## config.mk

```make
export PLATFORM = sky130hd
export DESIGN_NAME = load_cell_average_tare_weigh_unit
export DESIGN_NICKNAME = d
export VERILOG_FILES = /design/src/rtl/lctw_pkg.sv /design/src/rtl/lctw_div.sv /design/src/rtl/load_cell_average_tare_weigh_unit.sv
export VERILOG_INCLUDE_DIRS = /design/src /design/src/rtl
export SDC_FILE = /design/constraint.sdc
export NUM_CORES = 2
export LEC_CHECK = 0
export ABC_AREA = 0
export ABC_CLOCK_PERIOD_IN_PS = 6670
export BUFFER_PORTS_ARGS = -buffer_cell sky130_fd_sc_hd__buf_2
export CAP_MARGIN = 20
export CORE_MARGIN = 4
export CORE_UTILIZATION = 58
export CTS_CLUSTER_DIAMETER = 150
export CTS_CLUSTER_SIZE = 24
export DETAILED_ROUTE_END_ITERATION = 12
export PLACE_DENSITY = 0.81
export SYNTH_ARGS = -nofsm -noshare
export SYNTH_HDL_FRONTEND = slang
export SYNTH_HIERARCHICAL = 1
export SYNTH_SLANG_ARGS = --single-unit
export TNS_END_PERCENT = 1
```

## constraint.sdc

```tcl
create_clock -name clk -period 6.67 [get_ports clk]
set_clock_uncertainty 0.2 [all_clocks]
set_input_delay 1.0005 -clock clk [delete_from_list [all_inputs] [get_ports clk]]
set_output_delay 1.0005 -clock clk [all_outputs]
set_load 0.01 [all_outputs]
```

## src/rtl/load_cell_average_tare_weigh_unit_defines.svh

```systemverilog
// Assertion macros shared by the load cell tare and weigh block.
`ifndef LOAD_CELL_AVERAGE_TARE_WEIGH_UNIT_DEFINES_SVH
`define LOAD_CELL_AVERAGE_TARE_WEIGH_UNIT_DEFINES_SVH

// Checked on every rising clock edge outside of reset.
`define LCTW_ASSERT(lbl, prop, msg) \
  lbl: assert property (@(posedge clk) disable iff (rst) prop) else $error(msg);

// Checked on every rising clock edge, reset included.
`define LCTW_ASSERT_ALWAYS(lbl, prop, msg) \
  lbl: assert property (@(posedge clk) prop) else $error(msg);

`endif

```

## src/rtl/lctw_pkg.sv

```systemverilog
package lctw_pkg;

  // Width of the shared divider operands.
  localparam int DIV_W = 34;

  localparam int MAX_WINDOW_DEFAULT = 64;

  localparam int SAMPLE_W   = 24;
  localparam int OUT_W      = 22;
  localparam int IN_DATA_W  = 32;
  localparam int OUT_DATA_W = 72;
  localparam int CFG_IDX_W  = 2;
  localparam int CFG_DATA_W = 24;

  localparam logic [CFG_IDX_W-1:0] CFG_WINDOW_LENGTH = 2'd0;
  localparam logic [CFG_IDX_W-1:0] CFG_COUNTS_PER_KG = 2'd1;
  localparam logic [CFG_IDX_W-1:0] CFG_CAPACITY_KG   = 2'd2;

  localparam logic [6:0]  WINDOW_LENGTH_RESET = 7'd10;
  localparam logic [23:0] COUNTS_PER_KG_RESET = 24'd29400;
  localparam logic [7:0]  CAPACITY_KG_RESET   = 8'd13;

  localparam logic [SAMPLE_W-1:0] FULL_SCALE_POS = 24'h7FFFFF;
  localparam logic [SAMPLE_W-1:0] FULL_SCALE_NEG = 24'h800000;

  localparam logic [DIV_W-1:0] OUT_POS_MAG = DIV_W'(2097151);
  localparam logic [DIV_W-1:0] OUT_NEG_MAG = DIV_W'(2097152);
  localparam logic [OUT_W-1:0] OUT_MAX_CODE = 22'h1FFFFF;
  localparam logic [OUT_W-1:0] OUT_MIN_CODE = 22'h200000;

  typedef enum logic [1:0] {
    STATUS_OK         = 2'd0,
    STATUS_NO_SAMPLE  = 2'd1,
    STATUS_FULL_SCALE = 2'd2
  } status_t;

  typedef struct packed {
    logic busy;
    logic done;
  } div_status_t;

endpackage

```

## src/rtl/lctw_div.sv

```systemverilog
module lctw_div (
  input  logic                       clk,
  input  logic                       rst,
  input  logic                       start,
  input  logic [lctw_pkg::DIV_W-1:0] dividend,
  input  logic [lctw_pkg::DIV_W-1:0] divisor,
  output logic [lctw_pkg::DIV_W-1:0] quotient,
  output lctw_pkg::div_status_t      status
);
  import lctw_pkg::*;

  localparam int CW = $clog2(DIV_W + 1);

  logic [DIV_W-1:0] quo;
  logic [DIV_W-1:0] rem;
  logic [DIV_W-1:0] dsr;
  logic [CW-1:0]    cnt;
  logic             busy;
  logic             done;
  logic [DIV_W:0]   rem_sh;
  logic [DIV_W:0]   trial;
  logic             fits;

  // Restoring division, one quotient bit per cycle, MSB first.
  always_comb begin
    rem_sh = {rem, quo[DIV_W-1]};
    trial  = rem_sh - {1'b0, dsr};
    fits   = !trial[DIV_W];
  end

  always_ff @(posedge clk) begin
    if (rst) begin
      busy <= 1'b0;
      done <= 1'b0;
      cnt  <= '0;
    end else begin
      done <= 1'b0;
      if (start) begin
        busy <= 1'b1;
        cnt  <= CW'(DIV_W);
      end else if (busy) begin
        cnt <= cnt - 1'b1;
        if (cnt == CW'(1)) begin
          busy <= 1'b0;
          done <= 1'b1;
        end
      end
    end
  end

  always_ff @(posedge clk) begin
    if (start) begin
      quo <= dividend;
      rem <= '0;
      dsr <= divisor;
    end else if (busy) begin
      quo <= {quo[DIV_W-2:0], fits};
      rem <= fits ? trial[DIV_W-1:0] : rem_sh[DIV_W-1:0];
    end
  end

  assign quotient    = quo;
  assign status.busy = busy;
  assign status.done = done;

endmodule

```

## src/rtl/load_cell_average_tare_weigh_unit.sv

```systemverilog
// Channel   Direction  Payload (lowest bit up)
// s_*       in         tdata: sample_code[23:0], tare_request[24]; tuser: timed_out
// m_*       out        tdata: average_code[23:0], weight_centikg[45:24],
//                      level_pct[67:46]; tuser: status[1:0]
// cfg_*     in         write: window_length, counts_per_kg, capacity_kg
//
// An item that does not close a window is counted into it in S_IDLE. The closing
// item starts the sequencer: one pass of the shared divider for the average (tare
// windows end there; it is skipped if every item timed out), then two more passes
// for weight and level.
// Reset is synchronous; the first window after reset is a tare window.
// A result waits in the output register; the block keeps taking items meanwhile
// but not while the sequencer runs, and S_OUT holds a new result until the register is free.
module load_cell_average_tare_weigh_unit #(
  parameter int MAX_WINDOW = lctw_pkg::MAX_WINDOW_DEFAULT
) (
  input  logic                            clk,
  input  logic                            rst,
  input  logic                            s_tvalid,
  output logic                            s_tready,
  // sample_code[23:0], tare_request[24], zero fill
  input  logic [lctw_pkg::IN_DATA_W-1:0]  s_tdata,
  // timed_out
  input  logic                            s_tuser,
  output logic                            m_tvalid,
  input  logic                            m_tready,
  // average_code[23:0], weight_centikg[45:24], level_pct[67:46], zero fill
  output logic [lctw_pkg::OUT_DATA_W-1:0] m_tdata,
  // status[1:0]
  output logic [1:0]                      m_tuser,
  input  logic                            cfg_we,
  input  logic [lctw_pkg::CFG_IDX_W-1:0]  cfg_index,
  input  logic [lctw_pkg::CFG_DATA_W-1:0] cfg_data
);
  import lctw_pkg::*;
  `include "load_cell_average_tare_weigh_unit_defines.svh"

  localparam int PW = $clog2(MAX_WINDOW + 1);
  localparam int SW = SAMPLE_W + $clog2(MAX_WINDOW);

  typedef enum logic [2:0] {
    S_IDLE, S_START, S_AVG, S_DIFF, S_SCALE, S_WDIV, S_LDIV, S_OUT
  } state_t;

  state_t state;

  logic [6:0]  window_length;
  logic [23:0] counts_per_kg;
  logic [7:0]  capacity_kg;

  logic signed [SW-1:0] sample_sum;
  logic [PW-1:0]        valid_count;
  logic [PW-1:0]        window_position;
  logic [SAMPLE_W-1:0]  tare_offset;
  logic                 tare_window;
  logic                 tare_pending;
  logic                 is_tare;

  logic signed [SW-1:0] win_sum;
  logic [PW-1:0]        win_count;
  logic [SAMPLE_W-1:0]  avg_reg;
  logic                 err;
  logic                 diff_neg;
  logic [31:0]          mag100;
  logic [31:0]          den_l;
  logic [OUT_W-1:0]     weight;
  logic [OUT_W-1:0]     level;

  logic [SAMPLE_W-1:0]  out_avg;
  logic [OUT_W-1:0]     out_weight;
  logic [OUT_W-1:0]     out_level;
  status_t              out_status;

  logic [31:0]          n_wide;
  logic [PW-1:0]        n_eff;
  logic [PW-1:0]        pos_inc;
  logic                 close;
  logic signed [SW-1:0] sum_add;
  logic                 pend;
  logic                 timed_out;
  logic                 accept;
  logic [SW-1:0]        win_mag;
  logic [SAMPLE_W-1:0]  avg_calc;
  logic signed [SAMPLE_W:0] diff;
  logic [SAMPLE_W:0]    diff_mag;
  logic [23:0]          cpk_eff;
  logic [7:0]           cap_eff;
  logic                 out_free;

  logic                 div_start;
  logic [DIV_W-1:0]     div_dividend;
  logic [DIV_W-1:0]     div_divisor;
  logic [DIV_W-1:0]     div_q;
  div_status_t          div_st;

  function automatic logic [OUT_W-1:0] sat22(logic [DIV_W-1:0] q, logic neg);
    logic [OUT_W-1:0] r;
    if (neg) begin
      r = (q > OUT_NEG_MAG) ? OUT_MIN_CODE : (~q[OUT_W-1:0] + 1'b1);
    end else begin
      r = (q > OUT_POS_MAG) ? OUT_MAX_CODE : q[OUT_W-1:0];
    end
    return r;
  endfunction

  always_comb begin
    timed_out = s_tuser;
    accept    = s_tvalid && s_tready;
    pend      = tare_pending | s_tdata[SAMPLE_W];
    sum_add   = sample_sum + SW'($signed(s_tdata[SAMPLE_W-1:0]));
    if (window_length == 7'd0) begin
      n_wide = 32'd1;
    end else if (32'(window_length) > 32'(MAX_WINDOW)) begin
      n_wide = 32'(MAX_WINDOW);
    end else begin
      n_wide = 32'(window_length);
    end
    n_eff    = n_wide[PW-1:0];
    pos_inc  = window_position + 1'b1;
    close    = pos_inc >= n_eff;
    win_mag  = win_sum[SW-1] ? (~win_sum + 1'b1) : win_sum;
    avg_calc = win_sum[SW-1] ? (~div_q[SAMPLE_W-1:0] + 1'b1) : div_q[SAMPLE_W-1:0];
    diff     = {avg_reg[SAMPLE_W-1], avg_reg} - {tare_offset[SAMPLE_W-1], tare_offset};
    diff_mag = diff[SAMPLE_W] ? (~diff + 1'b1) : diff;
    cpk_eff  = (counts_per_kg == 24'd0) ? 24'd1 : counts_per_kg;
    cap_eff  = (capacity_kg == 8'd0) ? 8'd1 : capacity_kg;
    out_free = !m_tvalid || m_tready;
  end

  // Operands for the shared divider; weight and level round as (2*mag + den) / (2*den).
  always_comb begin
    div_start    = 1'b0;
    div_dividend = '0;
    div_divisor  = '0;
    case (state)
      S_START: begin
        div_start    = win_count != '0;
        div_dividend = DIV_W'(win_mag);
        div_divisor  = DIV_W'(win_count);
      end
      S_SCALE: begin
        div_start    = 1'b1;
        div_dividend = DIV_W'({mag100, 1'b0}) + DIV_W'(cpk_eff);
        div_divisor  = DIV_W'({cpk_eff, 1'b0});
      end
      S_WDIV: begin
        div_start    = div_st.done;
        div_dividend = DIV_W'({mag100, 1'b0}) + DIV_W'(den_l);
        div_divisor  = DIV_W'({den_l, 1'b0});
      end
      default: begin
        div_start = 1'b0;
      end
    endcase
  end

  lctw_div u_div (
    .clk      (clk),
    .rst      (rst),
    .start    (div_start),
    .dividend (div_dividend),
    .divisor  (div_divisor),
    .quotient (div_q),
    .status   (div_st)
  );

  always_ff @(posedge clk) begin
    if (rst) begin
      state           <= S_IDLE;
      window_length   <= WINDOW_LENGTH_RESET;
      counts_per_kg   <= COUNTS_PER_KG_RESET;
      capacity_kg     <= CAPACITY_KG_RESET;
      sample_sum      <= '0;
      valid_count     <= '0;
      window_position <= '0;
      tare_offset     <= '0;
      tare_window     <= 1'b1;
      tare_pending    <= 1'b0;
      m_tvalid        <= 1'b0;
    end else begin
      if (cfg_we) begin
        unique case (cfg_index)
          CFG_WINDOW_LENGTH: window_length <= cfg_data[6:0];
          CFG_COUNTS_PER_KG: counts_per_kg <= cfg_data[23:0];
          CFG_CAPACITY_KG:   capacity_kg   <= cfg_data[7:0];
          default: ;
        endcase
      end

      // In S_OUT the output register is reloaded in the same cycle instead.
      if (m_tvalid && m_tready && state != S_OUT) begin
        m_tvalid <= 1'b0;
      end

      unique case (state)
        S_IDLE: begin
          if (accept) begin
            if (close) begin
              win_sum         <= timed_out ? sample_sum : sum_add;
              win_count       <= timed_out ? valid_count : valid_count + 1'b1;
              sample_sum      <= '0;
              valid_count     <= '0;
              window_position <= '0;
              is_tare         <= tare_window;
              tare_window     <= pend;
              tare_pending    <= 1'b0;
              state           <= S_START;
            end else begin
              if (!timed_out) begin
                sample_sum  <= sum_add;
                valid_count <= valid_count + 1'b1;
              end
              window_position <= pos_inc;
              tare_pending    <= pend;
            end
          end
        end
        S_START: begin
          err <= win_count == '0;
          if (win_count == '0) begin
            if (is_tare) begin
              tare_offset <= '0;
              state       <= S_IDLE;
            end else begin
              avg_reg <= '0;
              state   <= S_DIFF;
            end
          end else begin
            state <= S_AVG;
          end
        end
        S_AVG: begin
          if (div_st.done) begin
            if (is_tare) begin
              tare_offset <= avg_calc;
              state       <= S_IDLE;
            end else begin
              avg_reg <= avg_calc;
              state   <= S_DIFF;
            end
          end
        end
        S_DIFF: begin
          diff_neg <= diff[SAMPLE_W];
          mag100   <= 32'(diff_mag) * 32'd100;
          den_l    <= 32'(cpk_eff) * 32'(cap_eff);
          state    <= S_SCALE;
        end
        S_SCALE: begin
          state <= S_WDIV;
        end
        S_WDIV: begin
          if (div_st.done) begin
            weight <= sat22(div_q, diff_neg);
            state  <= S_LDIV;
          end
        end
        S_LDIV: begin
          if (div_st.done) begin
            level <= sat22(div_q, diff_neg);
            state <= S_OUT;
          end
        end
        S_OUT: begin
          if (out_free) begin
            out_avg    <= avg_reg;
            out_weight <= weight;
            out_level  <= level;
            if (err) begin
              out_status <= STATUS_NO_SAMPLE;
            end else if (avg_reg == FULL_SCALE_POS || avg_reg == FULL_SCALE_NEG) begin
              out_status <= STATUS_FULL_SCALE;
            end else begin
              out_status <= STATUS_OK;
            end
            m_tvalid <= 1'b1;
            state    <= S_IDLE;
          end
        end
        default: state <= S_IDLE;
      endcase
    end
  end

  assign s_tready = state == S_IDLE;
  assign m_tdata  = {4'b0, out_level, out_weight, out_avg};
  assign m_tuser  = out_status;

  `LCTW_ASSERT(a_done_in_wait_state, div_st.done |-> (state == S_AVG || state == S_WDIV || state == S_LDIV), "divider finished outside a wait state")
  `LCTW_ASSERT(a_no_accept_while_busy, accept |-> !div_st.busy, "item accepted while the divider runs")
  `LCTW_ASSERT_ALWAYS(a_count_within_position, rst || (valid_count <= window_position), "valid count exceeds window position")
  `LCTW_ASSERT(a_close_starts_sequence, (accept && close) |=> (state == S_START && window_position == '0), "window close did not start the sequencer")

endmodule

```

==> impl_metrics.toml <==
[finish]
n_fill_cell = 4553
drive_above_1_share_pct = 13.8
syn_to_final_growth_pct = 10.1
n_antenna_cell = 0
final_area_um2 = 38000
final_nets = 4301

[floorplan]
die_w_um = 252
io_pins = 140
rows = 89
fp.dieArea_um2 = 63400
coreArea_um2 = 58900
start_util_pct = 58.5
die_h_um = 252

[route]
drt_iter0_drc = 2852
firstDrtPassIters = 6
ant_nets = 0
wl_per_cell_um = 19.3
totalWireLength_um = 88900
vias_per_cell = 6.01
num_vias = 27700
drc = 0

[placed_design]
placed_area_um2 = 36700
port_buffers = 128
place_congestion = 0.992
dp_hpwl_um = 64900
pre_cts_ws_ns = -0.463

[power]
power_density_nw_per_um2 = 391
p_leak_nw = 16.2
internal_power_mw = 8.54
p_sw_share_pct = 42.4
clkPwrFrac_pct = 10.7
power.switching_mw = 6.29
pwr-share-comb_pct = 60.8
p_seq_share_pct = 28.5
irDropWorstVdd_mv = 0.446

[timing]
rsz0062_at_grt = "yes"
drv_slew = 0
slew_headroom_pct = 28.6
hold_viol = 0
fin_crit_ns = 6.99
tightest_slew_ns = 1.07
period_share_pct = 105
max_freq_mhz = 143
setup_viol = 7
fin_ws_ns = -0.319

[global_routing]
grt.overflow.total = 0
grt_pass1_wl_um = 140000
grt_max_degree = 82
antenna_found_initial = 0
track_usage_pct = 27.0
grt_pass1_vias = 26600

[worst_setup_path]
worstSetupEndpointType = "register"
crit_path_top_delay_cell = "fa_1"
cp.arrival_ns = 7.13
cpPeakStageDelay_ns = 0.52
cp-start-kind = "register"
crit_fanout = 6
worstSetupPathType = "reg -> reg"
required_ns = 6.81

[yosys]
syn_inst = 3637
syn_area_per_cell_um2 = 9.48
netlist_area_um2 = 34500
ys.warnings.count = 6

[status]
failed_checks = "setup timing"
outcome = "finished with violations"

[clock_tree]
ctsRootBufferMaster = "clkbuf_16"
clkTransAtPathRegs_ns = 0.11
clkLatencyLatePin_ns = 0.60
cts_tree = "done"
ctsHoldBuffers = 0
cts_made_buffers = 23
cts_buffer_depth = 3
cts_htree_levels = 1
cts_sinks = 463

[min_path]
hold_path.class = "reg -> reg"

[run]
drv_cap = 0
[per-stage QoR]
stage | power (mW) | utilization, % | TNS (ns) | instances | hold slack, ns
floorplan | 9.94 | - | -0.593 | 3641 | 0.200
global placement | 12.0 | 62.3 | -0.833 | 4541 | 0.201
detailed placement | 12.1 | 62.3 | -1.79 | 4541 | 0.205
CTS | 14.5 | 64.2 | -0.0761 | 4605 | 0.219
global route | 15.9 | 64.4 | -3.24 | 4610 | 0.227
finish | 14.8 | 64.4 | -1.49 | 4610 | 0.211
[per-layer routing]
metal  vias to the layer above  routed length (um)  GRT usage [%]
met1                     13300               36400           36.5
li1                      13100                   -              -
met3                       198                6600           3.29
met2                      1170               41900           44.8
met4                         0                3970           10.7
met5                         -                   0              0
[cell usage in the layout, fill, tap and decap left out, types with 26 or more instances in the layout]
cell,count
a21o_1,71
a21oi_1,212
a311oi_1,26
a31oi_1,32
and2_1,111
and3_1,36
buf_2,127
buf_4,181
dfxtp_1,153
edfxtp_1,308
fa_1,155
ha_1,246
inv_1,328
mux2_2,75
mux2i_1,39
nand2_1,422
nand2b_1,34
nand3_1,66
nor2_1,235
nor2b_1,31
nor3_1,44
nor4_1,31
o21a_1,33
o21ai_0,125
o22ai_1,28
or3_1,34
xnor2_1,121
xor2_1,106
[final cells by class]
| class | count | area, um^2 | area share (%) |
|---|---|---|---|
| Tap cell | 773 | 967 | 2.55 |
| Inverter | 338 | 1270 | 3.34 |
| Timing Repair Buffer | 312 | 2040 | 5.37 |
| Sequential cell | 463 | 12400 | 32.6 |
| Clock inverter | 4 | 31.3 | 0.0824 |
| Multi-Input combinational cell | 2682 | 20700 | 54.4 |
| Clock buffer | 38 | 632 | 1.66 |
[path summary, 6_finish.rpt]
kind | from | slack (ns) | endpoint | cells past startpoint
min | level[6] | 0.21 | out_level[6] | 0
min reg2reg | level[6] | 0.21 | out_level[6] | 0
max reg2reg | avg_reg[0] | -0.32 | mag100[31] | 31
max | avg_reg[0] | -0.32 | mag100[31] | 31
[what timing repair did]
item | in CTS | in global routing
pin swaps | 48 | 13
setup endpoints to repair | 6 | 14
setup buffers | 22 | 5
endpoints found under the hold margin | 0 | 0
resized for setup | 59 | 22
[worst max-delay path: cells and delay by family (launching register included)]
family,cells,cell delay [ns]
compound gates,13,2.74
xor+xnor,2,0.36
fa+ha+maj,6,1.83
buf+inv,6,0.53
flops,1,0.41
simple gates,4,0.65
[power by group through the flow]
stage / combinational (mW) / sequential (mW) / clock (mW)
final: 9.01 / 4.23 / 1.59
after global routing: 9.95 / 4.26 / 1.71
after CTS: 8.64 / 4.21 / 1.61
after detailed placement: 7.86 / 4.27 / 0
after global placement: 7.72 / 4.26 / 0
after floorplan: 5.82 / 4.12 / 0
No activity file was read; power rests on OpenSTA's default activity.
